<file path="config.mk">
export PLATFORM = sky130hd
export DESIGN_NAME = kmp_first_match_finder
export DESIGN_NICKNAME = d
export VERILOG_FILES = /design/src/rtl/kmpfm_pkg.sv /design/src/rtl/kmp_first_match_finder.sv /design/src/rtl/kmpfm_cell.sv
export SDC_FILE = /design/constraint.sdc
export NUM_CORES = 1
export LEC_CHECK = 0
export ABC_AREA = 1
export BUFFER_PORTS_ARGS = -buffer_cell sky130_fd_sc_hd__clkbuf_2
export CORE_AREA = 2 2 131 165
export CTS_CLUSTER_SIZE = 10
export DETAILED_ROUTE_END_ITERATION = 8
export DIE_AREA = 0 0 133 167
export PLACE_DENSITY = 0.68
export SLEW_MARGIN = 30
export SYNTH_ARGS = -nofsm -noshare
export SYNTH_HDL_FRONTEND = slang
export SYNTH_SLANG_ARGS = --single-unit
</file>
<file path="constraint.sdc">
create_clock -name i_clk -period 8.8 [get_ports i_clk]
set_input_delay 0.88 -clock i_clk [delete_from_list [all_inputs] [get_ports i_clk]]
set_output_delay 0.88 -clock i_clk [all_outputs]
set_load 0.02 [all_outputs]
</file>
<file path="src/rtl/kmpfm_pkg.sv">
`timescale 1ns / 1ps
`default_nettype none

package kmpfm_pkg;

    localparam int PATTERN_BYTES_DEF = 8;
    localparam int POSITION_BITS_DEF = 32;

    localparam int TEXT_W     = 8;
    localparam int START_W    = 32;
    localparam int PAT_W      = 64;
    localparam int LEN_W      = 4;
    localparam int CFG_ADDR_W = 1;

    // configuration register indexes
    localparam logic [CFG_ADDR_W-1:0] CFG_PATTERN = 1'b0;
    localparam logic [CFG_ADDR_W-1:0] CFG_LENGTH  = 1'b1;

    // per-transaction controls fanned out to every cell
    typedef struct packed {
        logic load;   // first byte of a text: latch the pattern byte
        logic step;   // byte consumed while still searching
        logic clear;  // last byte of a text
    } t_cell_ctrl;

endpackage

`default_nettype wire

</file>
<file path="src/rtl/kmp_first_match_finder.sv">
`timescale 1ns / 1ps
// channel | dir | handshake                       | payload
// s       | in  | i_s_tvalid / o_s_tready         | tdata: text_byte; tlast: last_byte
// m       | out | o_m_tvalid / i_m_tready         | tdata: match_start; tuser: found
// cfg     | in  | i_cfg_valid / o_cfg_ready       | addr: register index; data: value
//
// one text byte per cycle while o_s_tready is high; each moves the match flags one cell along.
// a result sits in the output register in the cycle after the byte that causes it.
// o_s_tready is low only while a result waits and i_m_tready is low.
// i_rst_n is synchronous, active low; no clearing pass, the block is ready right after reset.
// the pattern and length are latched at the first byte of each text.
`default_nettype none

module kmp_first_match_finder #(
    parameter int PATTERN_BYTES = kmpfm_pkg::PATTERN_BYTES_DEF,
    parameter int POSITION_BITS = kmpfm_pkg::POSITION_BITS_DEF
) (
    input  wire                               i_clk,
    input  wire                               i_rst_n,
    input  wire                               i_s_tvalid,
    output logic                              o_s_tready,
    input  wire  [kmpfm_pkg::TEXT_W-1:0]      i_s_tdata,   // [7:0] text_byte
    input  wire                               i_s_tlast,
    output logic                              o_m_tvalid,
    input  wire                               i_m_tready,
    output logic [kmpfm_pkg::START_W-1:0]     o_m_tdata,   // [31:0] match_start
    output logic                              o_m_tuser,   // [0] found
    input  wire                               i_cfg_valid,
    output logic                              o_cfg_ready,
    input  wire  [kmpfm_pkg::CFG_ADDR_W-1:0]  i_cfg_addr,
    input  wire  [kmpfm_pkg::PAT_W-1:0]       i_cfg_data
);

    localparam int LW = (PATTERN_BYTES > 1) ? $clog2(PATTERN_BYTES) : 1;

    logic [kmpfm_pkg::PAT_W-1:0] r_cfg_pat;
    logic [kmpfm_pkg::LEN_W-1:0] r_cfg_len;
    logic                        r_active;
    logic                        r_done;
    logic [LW-1:0]               r_len_idx;
    logic [POSITION_BITS-1:0]    r_pos;
    logic                        r_out_valid;
    logic                        r_out_found;
    logic [kmpfm_pkg::START_W-1:0] r_out_start;

    logic                        w_accept;
    logic                        w_match;
    logic                        w_not_found;
    logic [LW-1:0]               w_cfg_idx;
    logic [LW-1:0]               w_len_idx;
    logic [POSITION_BITS-1:0]    w_pos_inc;
    logic [POSITION_BITS-1:0]    w_start;
    logic [kmpfm_pkg::START_W-1:0] w_start32;
    logic [PATTERN_BYTES-1:0]    w_hit;
    logic [PATTERN_BYTES-1:0]    w_next_hit;
    kmpfm_pkg::t_cell_ctrl       w_ctrl;

    assign o_cfg_ready = 1'b1;
    assign o_s_tready  = !r_out_valid || i_m_tready;
    assign w_accept    = i_s_tvalid && o_s_tready;

    always_comb begin
        if (r_cfg_len == '0) begin
            w_cfg_idx = '0;
        end else if (r_cfg_len > kmpfm_pkg::LEN_W'(PATTERN_BYTES)) begin
            w_cfg_idx = LW'(PATTERN_BYTES - 1);
        end else begin
            w_cfg_idx = LW'(r_cfg_len - 4'd1);
        end
    end

    assign w_len_idx = r_active ? r_len_idx : w_cfg_idx;

    assign w_ctrl.load  = w_accept && !r_active;
    assign w_ctrl.step  = w_accept && !r_done;
    assign w_ctrl.clear = w_accept && i_s_tlast;

    genvar k;
    generate
        for (k = 0; k < PATTERN_BYTES; k++) begin : g_cell
            logic w_prev;
            if (k == 0) begin : g_head
                assign w_prev = 1'b1;
            end else begin : g_link
                assign w_prev = w_hit[k-1];
            end
            kmpfm_cell u_cell (
                .i_clk      (i_clk),
                .i_rst_n    (i_rst_n),
                .i_ctrl     (w_ctrl),
                .i_cfg_byte (r_cfg_pat[8*k +: 8]),
                .i_byte     (i_s_tdata),
                .i_prev_hit (w_prev),
                .o_hit      (w_hit[k]),
                .o_next_hit (w_next_hit[k])
            );
        end
    endgenerate

    assign w_match     = w_ctrl.step && w_next_hit[w_len_idx];
    assign w_not_found = w_ctrl.clear && !r_done && !w_match;
    assign w_pos_inc   = (&r_pos) ? r_pos : r_pos + POSITION_BITS'(1);
    assign w_start     = r_pos - POSITION_BITS'(w_len_idx);

    generate
        if (POSITION_BITS >= kmpfm_pkg::START_W) begin : g_start_trunc
            assign w_start32 = w_start[kmpfm_pkg::START_W-1:0];
        end else begin : g_start_ext
            assign w_start32 = {{(kmpfm_pkg::START_W - POSITION_BITS){1'b0}}, w_start};
        end
    endgenerate

    always_ff @(posedge i_clk) begin
        if (!i_rst_n) begin
            r_cfg_pat <= '0;
            r_cfg_len <= kmpfm_pkg::LEN_W'(1);
        end else if (i_cfg_valid) begin
            unique case (i_cfg_addr)
                kmpfm_pkg::CFG_PATTERN: r_cfg_pat <= i_cfg_data;
                kmpfm_pkg::CFG_LENGTH:  r_cfg_len <= i_cfg_data[kmpfm_pkg::LEN_W-1:0];
                default: ;
            endcase
        end
    end

    always_ff @(posedge i_clk) begin
        if (!i_rst_n) begin
            r_active  <= 1'b0;
            r_done    <= 1'b0;
            r_len_idx <= '0;
            r_pos     <= '0;
        end else if (w_accept) begin
            if (!r_active) begin
                r_len_idx <= w_cfg_idx;
            end
            if (i_s_tlast) begin
                r_active <= 1'b0;
                r_done   <= 1'b0;
                r_pos    <= '0;
            end else begin
                r_active <= 1'b1;
                r_done   <= r_done || w_match;
                r_pos    <= w_pos_inc;
            end
        end
    end

    always_ff @(posedge i_clk) begin
        if (!i_rst_n) begin
            r_out_valid <= 1'b0;
        end else if (w_match || w_not_found) begin
            r_out_valid <= 1'b1;
        end else if (i_m_tready) begin
            r_out_valid <= 1'b0;
        end
    end

    always_ff @(posedge i_clk) begin
        if (w_match) begin
            r_out_found <= 1'b1;
            r_out_start <= w_start32;
        end else if (w_not_found) begin
            r_out_found <= 1'b0;
            r_out_start <= '0;
        end
    end

    assign o_m_tvalid = r_out_valid;
    assign o_m_tdata  = r_out_start;
    assign o_m_tuser  = r_out_found;

endmodule

`default_nettype wire

</file>
<file path="src/rtl/kmpfm_cell.sv">
`timescale 1ns / 1ps
`default_nettype none

module kmpfm_cell (
    input  wire                        i_clk,
    input  wire                        i_rst_n,
    input  wire kmpfm_pkg::t_cell_ctrl i_ctrl,
    input  wire [kmpfm_pkg::TEXT_W-1:0] i_cfg_byte,
    input  wire [kmpfm_pkg::TEXT_W-1:0] i_byte,
    input  wire                        i_prev_hit,
    output logic                       o_hit,
    output logic                       o_next_hit
);

    logic [kmpfm_pkg::TEXT_W-1:0] r_pat;
    logic                         r_hit;
    logic [kmpfm_pkg::TEXT_W-1:0] w_pat;

    // the pattern byte is latched on the first byte of a text but used right away
    assign w_pat      = i_ctrl.load ? i_cfg_byte : r_pat;
    // prefix through this cell matched, ending at the current byte
    assign o_next_hit = i_prev_hit & (i_byte == w_pat);
    assign o_hit      = r_hit;

    always_ff @(posedge i_clk) begin
        if (i_ctrl.load) begin
            r_pat <= i_cfg_byte;
        end
    end

    always_ff @(posedge i_clk) begin
        if (!i_rst_n) begin
            r_hit <= 1'b0;
        end else if (i_ctrl.clear) begin
            r_hit <= 1'b0;
        end else if (i_ctrl.step) begin
            r_hit <= o_next_hit;
        end
    end

endmodule

`default_nettype wire

</file>
==> results by group <==
Worst setup path
  – CP Cell Sequence: clkbuf_2 -> inv_1 -> nand2_2 -> buf_4 -> nand3_4 -> buf_4 -> inv_2 -> nand2_1 -> o21ai_0 -> nand2_1 -> nand2_1 -> nor2_1 -> nand3_1 -> nand3_1 -> nand3_1 -> nand2_1 -> nand2_2 -> nor3b_1
  – CP Class: input port to register
  – R2R cell count: 16
  – CP Capture Type: register
  – CP max stage delay: 0.73 ns
  – Worst path most repeated cell: nand2_1
  – Worst setup SP type: input port
  – R2R Setup Slk: 4.54 ns
  – CP max-delay cell: buf_4
  – Crit path DAT: 4.73 ns
  – CP required: 9.14 ns
  – CP max FO: 93

Clock network
  – Clk root buf: clkbuf_16
  – Post-CTS Hold Buffers: 0
  – H-tree depth: 1
  – Clock Tree Buf Depth: 3
  – CTS clk-pin slew, worst paths: 0.06 ns
  – Post-cts resize count: 0
  – TritonCTS buffer count: 24
  – Setup bufs post-CTS: 0
  – CTS tree: built
  – Total clock sinks: 210
  – Skew-Pair Late Insertion Delay: 0.51 ns

STA
  – RSZ-0062 raised after global routing: no
  – Period utilization: 49.9%
  – Fmax: 0.228 GHz
  – TNS Setup: 0 ns
  – Period minus WS final: 4.39 ns
  – Final slew viol count: 0
  – Slew @ Worst Pin: 0.954 ns
  – Setup violators final: 0
  – Slew Limit Headroom: 36.4%
  – Hold Fails Final Rpt: 0
  – Clk_skew: 0.00956 ns

Routing
  – Violation count after the first detailed-route iteration: 587
  – DRC: 0
  – Antenna Nets Post-Route: 0
  – Routed WL: 27.3 mm
  – DRT Pass-1 Iters: 7
  – DR vias/cell: 5.29
  – WL per Instance: 15.0 microns
  – Via count: 9612

Synthesis
  – Synth Flop Type: dfxtp_1
  – Syn nets: 1550
  – YS warnings: 0
  – Cells after Synth: 1466
  – Post-synth top area cell: dfxtp_1
  – Sequential area share after synthesis: 43.8%
  – Netlist Area Pre-Place: 10300 sq um
  – Top-area cell type share of the netlist area: 34.5%
  – #FFs+latches synth: 210
  – Count of cell types in the netlist: 44
  – Asr flop ratio synth: 0%
  – Synth Area per Inst: 7.04 sq um
  – Area contributors post-synth: dfxtp_1 (35%), nand2_1 (13%), edfxtp_1 (9.3%)
  – Number of synthesized flops with an enable pin: 32

GRT
  – First-pass GRT wire length: 44.6 mm
  – Largest net degree at the start of global routing: 94
  – Grt ovf: 0
  – GRT Util Overall: 24.4%
  – Vias in the first global route: 9092
  – Initial antenna violation count: 0

Job
  – Max-cap violations: 0

Cells and area
  – Area Overhead vs Synth: 11.9%
  – Fillers: 1998
  – Post-Layout Cell Count: 1816
  – Nets: 1620
  – Antenna cell count: 0
  – Fin util: 56.1%
  – Final Instance Area: 11600 sq um
  – Proportion of layout cells with a drive suffix above 1: 11.8%

Place
  – Post-placement cell count: 1784
  – HPWL after DPL: 19.3 mm
  – Dpl cell area: 10900 sq um
  – Number of buffers added on ports: 113
  – GPL Wtd Cong: 0.897

Die
  – Initial Utilization: 50.1%
  – Die height: 167 microns
  – I/O pins: 115
  – Core area: 20600 sq um
  – Chip width: 133 microns
  – Die area: 22200 sq um
  – Rows: 59

Min path
  – Hold path depth: 2
  – Hold Path Class: register to register

Power and ir drop
  – Peak ir drop on the vdd network: 0.146 mV
  – Final Power: 0.00240 W
  – Power density over the cells: 208 nW/um^2
  – Leak: 5.39 nW

Run status
  – Outcome: finished, final reports clean
cell families (layout without fill, tap and decap cells):
logic type	count (synthesis)	after routing	share of synthesized area, %
fa+ha+maj	5	5	0.679
simple gates	794	794	32.7
compound gates	197	197	10.7
other cells	1	1	0.0363
xor+xnor	32	32	2.72
buf+inv	227	303	9.36
flops	210	210	43.8
worst max-delay path: cells and delay by family:
family          cells  cell delay, ns
simple gates       12            1.91
buf+inv             5            1.76
compound gates      1            0.13
per-layer routing:
layer | GRT usage, % | share of wire, % | vias up
met2 | 45.1 | 51 | 296
met3 | 2.71 | 4.8 | 67
met1 | 29.1 | 42 | 4356
met4 | 8.46 | 3.1 | 0
li1 | - | - | 4893
met5 | 0 | 0 | -
layout by cell type, fill, tap and decap left out, drive strengths merged:
| cell | count |
|---|---|
| a2111oi | 1 |
| a211oi | 5 |
| a21oi | 67 |
| a221oi | 1 |
| a31oi | 2 |
| and2 | 1 |
| buf | 10 |
| clkbuf | 145 |
| clkinv | 1 |
| conb | 1 |
| dfxtp | 178 |
| edfxtp | 32 |
| fa | 1 |
| ha | 4 |
| inv | 147 |
| nand2 | 375 |
| nand3 | 109 |
| nand3b | 1 |
| nand4 | 50 |
| nor2 | 211 |
| nor3 | 37 |
| nor3b | 1 |
| nor4 | 7 |
| o211ai | 12 |
| o21a | 3 |
| o21ai | 105 |
| o221a | 1 |
| or2 | 2 |
| xnor2 | 5 |
| xor2 | 27 |
state kept, by name, indices dropped and copies added (netlist names), 3 cells and up:
register and flops:
g_cell.u_cell.o_hit 7, r_pos 32, r_cfg_len 4, g_cell.u_cell.r_pat 64, r_len_idx 3, o_m_tdata 32
r_cfg_pat 64
cell type report:
| type | instances | area [sq um] | share of cell area (%) |
|---|---|---|---|
| repair buffers | 123 | 641 | 5.55 |
| multi-input cells | 1029 | 4840 | 41.9 |
| well taps | 274 | 343 | 2.97 |
| flip-flops and latches | 210 | 4520 | 39.2 |
| clock buffers | 32 | 652 | 5.64 |
| inverters | 148 | 556 | 4.81 |
final timing paths:
check | from | to
setup / recovery | i_m_tready | o_m_tdata[18]
hold / removal | r_cfg_pat[57] | r_cfg_pat[57]
setup reg to reg | r_active | o_m_tdata[18]
hold reg to reg | r_cfg_pat[57] | r_cfg_pat[57]
synthesized netlist by cell type, types with 3 or more instances:
library cell / n
nand2_2: 5
nand4_1: 50
xor2_1: 27
a21oi_1: 57
nand2_1: 370
o21ai_1: 10
nand3_1: 107
dfxtp_1: 178
o211ai_1: 12
nor2_1: 207
nor3_1: 36
buf_1: 3
buf_2: 13
edfxtp_1: 32
o21ai_0: 92
buf_4: 10
inv_1: 145
nor2_2: 3
o21ai_2: 3
ha_1: 4
a211oi_1: 5
o21a_1: 3
a21oi_2: 10
clkbuf_1: 45
nor4_1: 6
buf_6: 8
xnor2_1: 5
where the power goes:
group / switching, W / internal, W
Combinational: 0.000291 / 0.000135
Clock: 0.000371 / 0.000507
Sequential: 0.0000338 / 0.00107
stage by stage:
stage               worst slack, ns  hold WS, ns
floorplan                      5.55        0.430
global route                   4.01        0.477
CTS                            4.49        0.463
finish                         4.41        0.461
global placement               4.03        0.443
detailed placement             3.96        0.451
Power figures use the tool's default switching activity.
